### src/sv/edt_pkg.sv
// Shared constants and types for the event dependency tracker.
package edt_pkg;

  localparam int MAX_EVENTS  = 1024;
  localparam int TABLE_SLOTS = 4096;
  localparam int SLOT_W      = $clog2(TABLE_SLOTS);
  localparam int DEP_AW      = $clog2(MAX_EVENTS);
  localparam int CNT_W       = $clog2(MAX_EVENTS) + 1;
  localparam int VERT_W      = 31;
  localparam int IDX_W       = 10;
  localparam int PRED_W      = 11;
  localparam int EPOCH_W     = 8;

  localparam logic [63:0] HASH_K0 = 64'h9e3779b97f4a7c15;
  localparam logic [63:0] HASH_M1 = 64'hbf58476d1ce4e5b9;
  localparam logic [63:0] HASH_M2 = 64'h94d049bb133111eb;

  typedef struct packed {
    logic [EPOCH_W-1:0] epoch;
    logic [VERT_W-1:0]  key;
    logic [IDX_W-1:0]   last_idx;
  } slot_entry_t;

endpackage

### src/sv/edt_hash.sv
// Multi-cycle splitmix64 hash of a vertex id, reduced to a table slot.
module edt_hash
  import edt_pkg::*;
(
  input  logic              clk,
  input  logic              rst_n,
  input  logic              start,
  input  logic [VERT_W-1:0] vertex,
  output logic              done,
  output logic [SLOT_W-1:0] slot
);

  typedef enum logic {H_IDLE, H_MUL} hstate_t;

  hstate_t           hstate_r;
  logic [1:0]        step_r;
  logic              round_r;
  logic [63:0]       a_r;
  logic [63:0]       acc_r;
  logic [63:0]       prod_r;
  logic              done_r;
  logic [SLOT_W-1:0] slot_r;

  logic [63:0] x_sum;
  logic [63:0] b_const;
  logic [31:0] op_a;
  logic [31:0] op_b;
  logic [63:0] prod;
  logic [63:0] acc_sum;
  logic [63:0] z_fold;

  assign x_sum   = {33'b0, vertex} + HASH_K0;
  assign b_const = round_r ? HASH_M2 : HASH_M1;
  assign op_a    = (step_r == 2'd1) ? a_r[63:32] : a_r[31:0];
  assign op_b    = (step_r == 2'd2) ? b_const[63:32] : b_const[31:0];
  assign prod    = {32'b0, op_a} * {32'b0, op_b};
  // The first partial product lands unshifted; the two cross terms go to the upper half.
  assign acc_sum = (step_r == 2'd1) ? (acc_r + prod_r) : (acc_r + {prod_r[31:0], 32'b0});
  assign z_fold  = acc_sum ^ (acc_sum >> 31);

  always_ff @(posedge clk) begin
    if (!rst_n) begin
      hstate_r <= H_IDLE;
      done_r   <= 1'b0;
    end else begin
      done_r <= (hstate_r == H_MUL) && (step_r == 2'd3) && round_r;
      unique case (hstate_r)
        H_IDLE: begin
          if (start) begin
            a_r      <= x_sum ^ (x_sum >> 30);
            acc_r    <= '0;
            step_r   <= 2'd0;
            round_r  <= 1'b0;
            hstate_r <= H_MUL;
          end
        end
        H_MUL: begin
          prod_r <= prod;
          if ((step_r == 2'd3) && !round_r) begin
            a_r     <= acc_sum ^ (acc_sum >> 27);
            acc_r   <= '0;
            round_r <= 1'b1;
            step_r  <= 2'd0;
          end else begin
            step_r <= step_r + 2'd1;
            if (step_r != 2'd0) begin
              acc_r <= acc_sum;
            end
            if (step_r == 2'd3) begin
              slot_r   <= z_fold[SLOT_W-1:0];
              hstate_r <= H_IDLE;
            end
          end
        end
        default: hstate_r <= H_IDLE;
      endcase
    end
  end

  assign done = done_r;
  assign slot = slot_r;

endmodule

### config.mk
export PLATFORM = sky130hd
export DESIGN_NAME = edt_hash
export DESIGN_NICKNAME = d
export VERILOG_FILES = /design/src/sv/edt_pkg.sv /design/src/sv/edt_hash.sv
export SDC_FILE = /design/constraint.sdc
export NUM_CORES = 2
export LEC_CHECK = 0
export ABC_AREA = 1
export BUFFER_PORTS_ARGS = -buffer_cell sky130_fd_sc_hd__buf_2
export CAP_MARGIN = 15
export CORE_MARGIN = 5
export CORE_UTILIZATION = 60
export DETAILED_ROUTE_END_ITERATION = 12
export GPL_ROUTABILITY_DRIVEN = 0
export GPL_TIMING_DRIVEN = 1
export PLACE_DENSITY_LB_ADDON = 0.05
export SLEW_MARGIN = 25
export SYNTH_ARGS = -nofsm -noshare
export SYNTH_HDL_FRONTEND = slang
export SYNTH_SLANG_ARGS = --single-unit
### constraint.sdc
create_clock -name clk -period 8.1 [get_ports clk]
set_input_delay 0.405 -clock clk [delete_from_list [all_inputs] [get_ports clk]]
set_output_delay 0.405 -clock clk [all_outputs]
set_load 0.02 [all_outputs]
==> impl_metrics.tcl <==
set metrics [dict create \
    synth_top_area_share_pct 33.2 \
    critical_path_class "flop to flop" \
    dpl.hpwl_mm 154 \
    tightest_slew_ns 1.06 \
    r2r_cells 30 \
    startpoint_type "flop" \
    status "finished, final reports clean" \
    nFillCells 6758 \
    maxSlewViolCount 0 \
    crit_path_end "prod_r[52]" \
    dieArea_mm2 0.0852 \
    vias_per_cell 5.64 \
    clk_transition_reported_paths_ns 0.06 \
    cts-buffers-inserted 24 \
    worstPathArrival_ns 8.26 \
    cts.path.max_buffers 3 \
    drt_iter0_drc 5132 \
    crit_slowest_cell "fa_1" \
    cts_tree "done" \
    clkLatencyLatePin_ns 0.55 \
    synth-edff-count 207 \
    pre_cts_slack_ns -0.462 \
    multi_input_area_mm2 0.0356 \
    synthCells 6071 \
    setup_viol 0 \
    cts-root-buf "clkbuf_16" \
    start_util_pct 60.4 \
    synth.area.top_cells "fa_1 33%, edfxtp_1 13%, inv_1 12%" \
    cp-end-kind "flop" \
    rows 103 \
    grt_pass1_vias 41600 \
    coreArea_mm2 0.0789 \
    area_growth_pct 12.7 \
    timing.rr.end "prod_r[52]" \
    slowest_delay_ns 0.65 \
    grt_pass1_wl_mm 258 \
    fin_ws_ns 0.114 \
    num_vias 42400 \
    overflow 0 \
    yosysTopAreaCell "fa_1" \
    synth_most_common_cell "inv_1" \
    fin_tns_setup_ns 0 \
    critPathLaunch "step_r[1]" \
    grt.total_usage_pct 40.7 \
    clock-sinks 209 \
    io_pins 47 \
    max_freq_mhz 125 \
    finalWirelength_mm 176 \
    ff2ff_setup_slack_ns 0.11 \
    synth_seq_cells 209 \
    synth_area_mm2 0.0477 \
    wl_per_cell_um 23.4 \
    ys_top_cells_by_count "1583 x inv_1, 1211 x nand2_1, 790 x fa_1" \
    synth_nets 7359 \
    yosysSeqAreaShare_pct 13.1 \
    portBuffers 46 \
    seqCellArea_mm2 0.00626 \
    synth-main-ff-cell "edfxtp_1" \
    hold_viol_final 0 \
    syn_area_per_cell_um2 7.85 \
    drive_gt1_share_pct 13.2 \
    synth.distinct_cells 50 \
    layout_min_cycle_time_ns 7.99 \
    finalCritPeriodShare_pct 98.6 \
    antenna_found_initial 1 \
    fin_skew_ns 0.0236 \
    ant_nets 0 \
    async_flop_share_pct 0 \
    rsz0062_at_grt "true" \
    cp_common_cell "fa_1" \
    yosysWarnings 0 \
    die_width_um 292 \
    worstPathRequired_ns 8.37 \
    die_y_um 292 \
    min_path_type "input pin to flop" \
    drt_first_pass_iters 8 \
    drc 0 \
    crit_fanout 6 \
    final_nets 7732 \
    reg2reg_from "step_r[1]" \
    slew_headroom_pct 29.4 \
    grt_max_degree 78 \
    cap_violations 0 \
    cts_max_level 1 \
]
-- layer usage --
metal / routed length (um) / up-vias / GRT usage, %
li1: - / 19000 / -
met1: 65900 / 20200 / 54.5
met2: 74500 / 2626 / 60.7
met3: 21600 / 606 / 10.2
met4: 14100 / 0 / 23.4
met5: 0 / - / 0
-- cells in the final DEF, fill, tap and decap left out, drive strengths merged, types with 6 or more instances in the layout --
cell      instances
xnor2            34
ha              464
fa              790
nand3b            9
a21oi           187
o21a              7
a21boi            6
o21bai           29
buf             462
a21o             17
nand2          1248
clkinv           12
clkinvlp          8
nand4            33
xor2             76
nor2            677
a31oi            25
nor4              8
nor3             33
o21ai           191
nand3           250
clkbuf           32
inv            1612
edfxtp          207
or2              18
-- sequential cells by signal, indices dropped and copies added (netlist names) --
name and cells:
hstate_r 1, step_r 2, slot 12, a_r 64, acc_r 64, round_r 1, prod_r 64, done 1
-- layout make-up --
cell class | count | share of cell area (%)
timing repair buffer | 464 | 6.69
clock inverter | 14 | 0.331
clock buffer | 30 | 1.20
tap | 1050 | 2.44
timing repair inverter | 1 | 0.0140
multi-input combinational | 4124 | 66.3
sequential | 209 | 11.6
antenna | 3 | 0.0140
inverter | 1620 | 11.4
-- worst max-delay path: cells and delay by family (launching register included) --
kind / cells / cell delay (ns)
DFF: 1 / 0.43
xor gates and xnor gates: 1 / 0.15
adders and majority gates: 10 / 4.61
and+or+nand+nor: 8 / 1.21
buffers and inverters: 9 / 1.16
AOI/OAI and AO/OA: 2 / 0.14
-- metrics by stage --
| step | util [%] | area, um^2 | hold slack, ns | instances |
|---|---|---|---|---|
| final | 68.1 | 53700 | 0.138 | 7515 |
| after global placement | 65.6 | 51800 | 0.667 | 7437 |
| after global routing | 68.1 | 53700 | 0.143 | 7512 |
| after floorplan | - | 47700 | 0.403 | 6071 |
| after CTS | 67.0 | 52800 | 0.108 | 7489 |
| after detailed placement | 65.6 | 51800 | 0.674 | 7437 |
-- what timing repair did --
item,in CTS,in global routing
cloned,0,1
resized for setup,50,200
endpoints found under the setup margin,38,43
hold buffers,0,0
setup buffers,8,23
pin swaps,2,19
-- cells by family (layout without fill, tap and decap cells) --
| logic type | Yosys count | count (layout) | synth area share (%) |
|---|---|---|---|
| compound gates | 473 | 473 | 5.60 |
| simple gates | 2286 | 2286 | 20.1 |
| flops | 209 | 209 | 13.1 |
| mux | 1 | 1 | 0.0210 |
| fa+ha+maj | 1254 | 1254 | 45.4 |
| other cells | 0 | 3 | 0 |
| buf+inv | 1738 | 2129 | 13.8 |
| xor+xnor | 110 | 110 | 2.02 |
-- worst min path at each step --
stage	startpoint	endpoint	cells past startpoint
global route	rst_n	done	3
CTS	rst_n	done	3
global placement	step_r[0]	step_r[0]	1
floorplan	hstate_r	round_r	0
detailed placement	rst_n	done	3
finish	rst_n	done	3
Power is not shown: default switching activity piles up to over one toggle a cycle in this logic, so the estimate is an artifact.
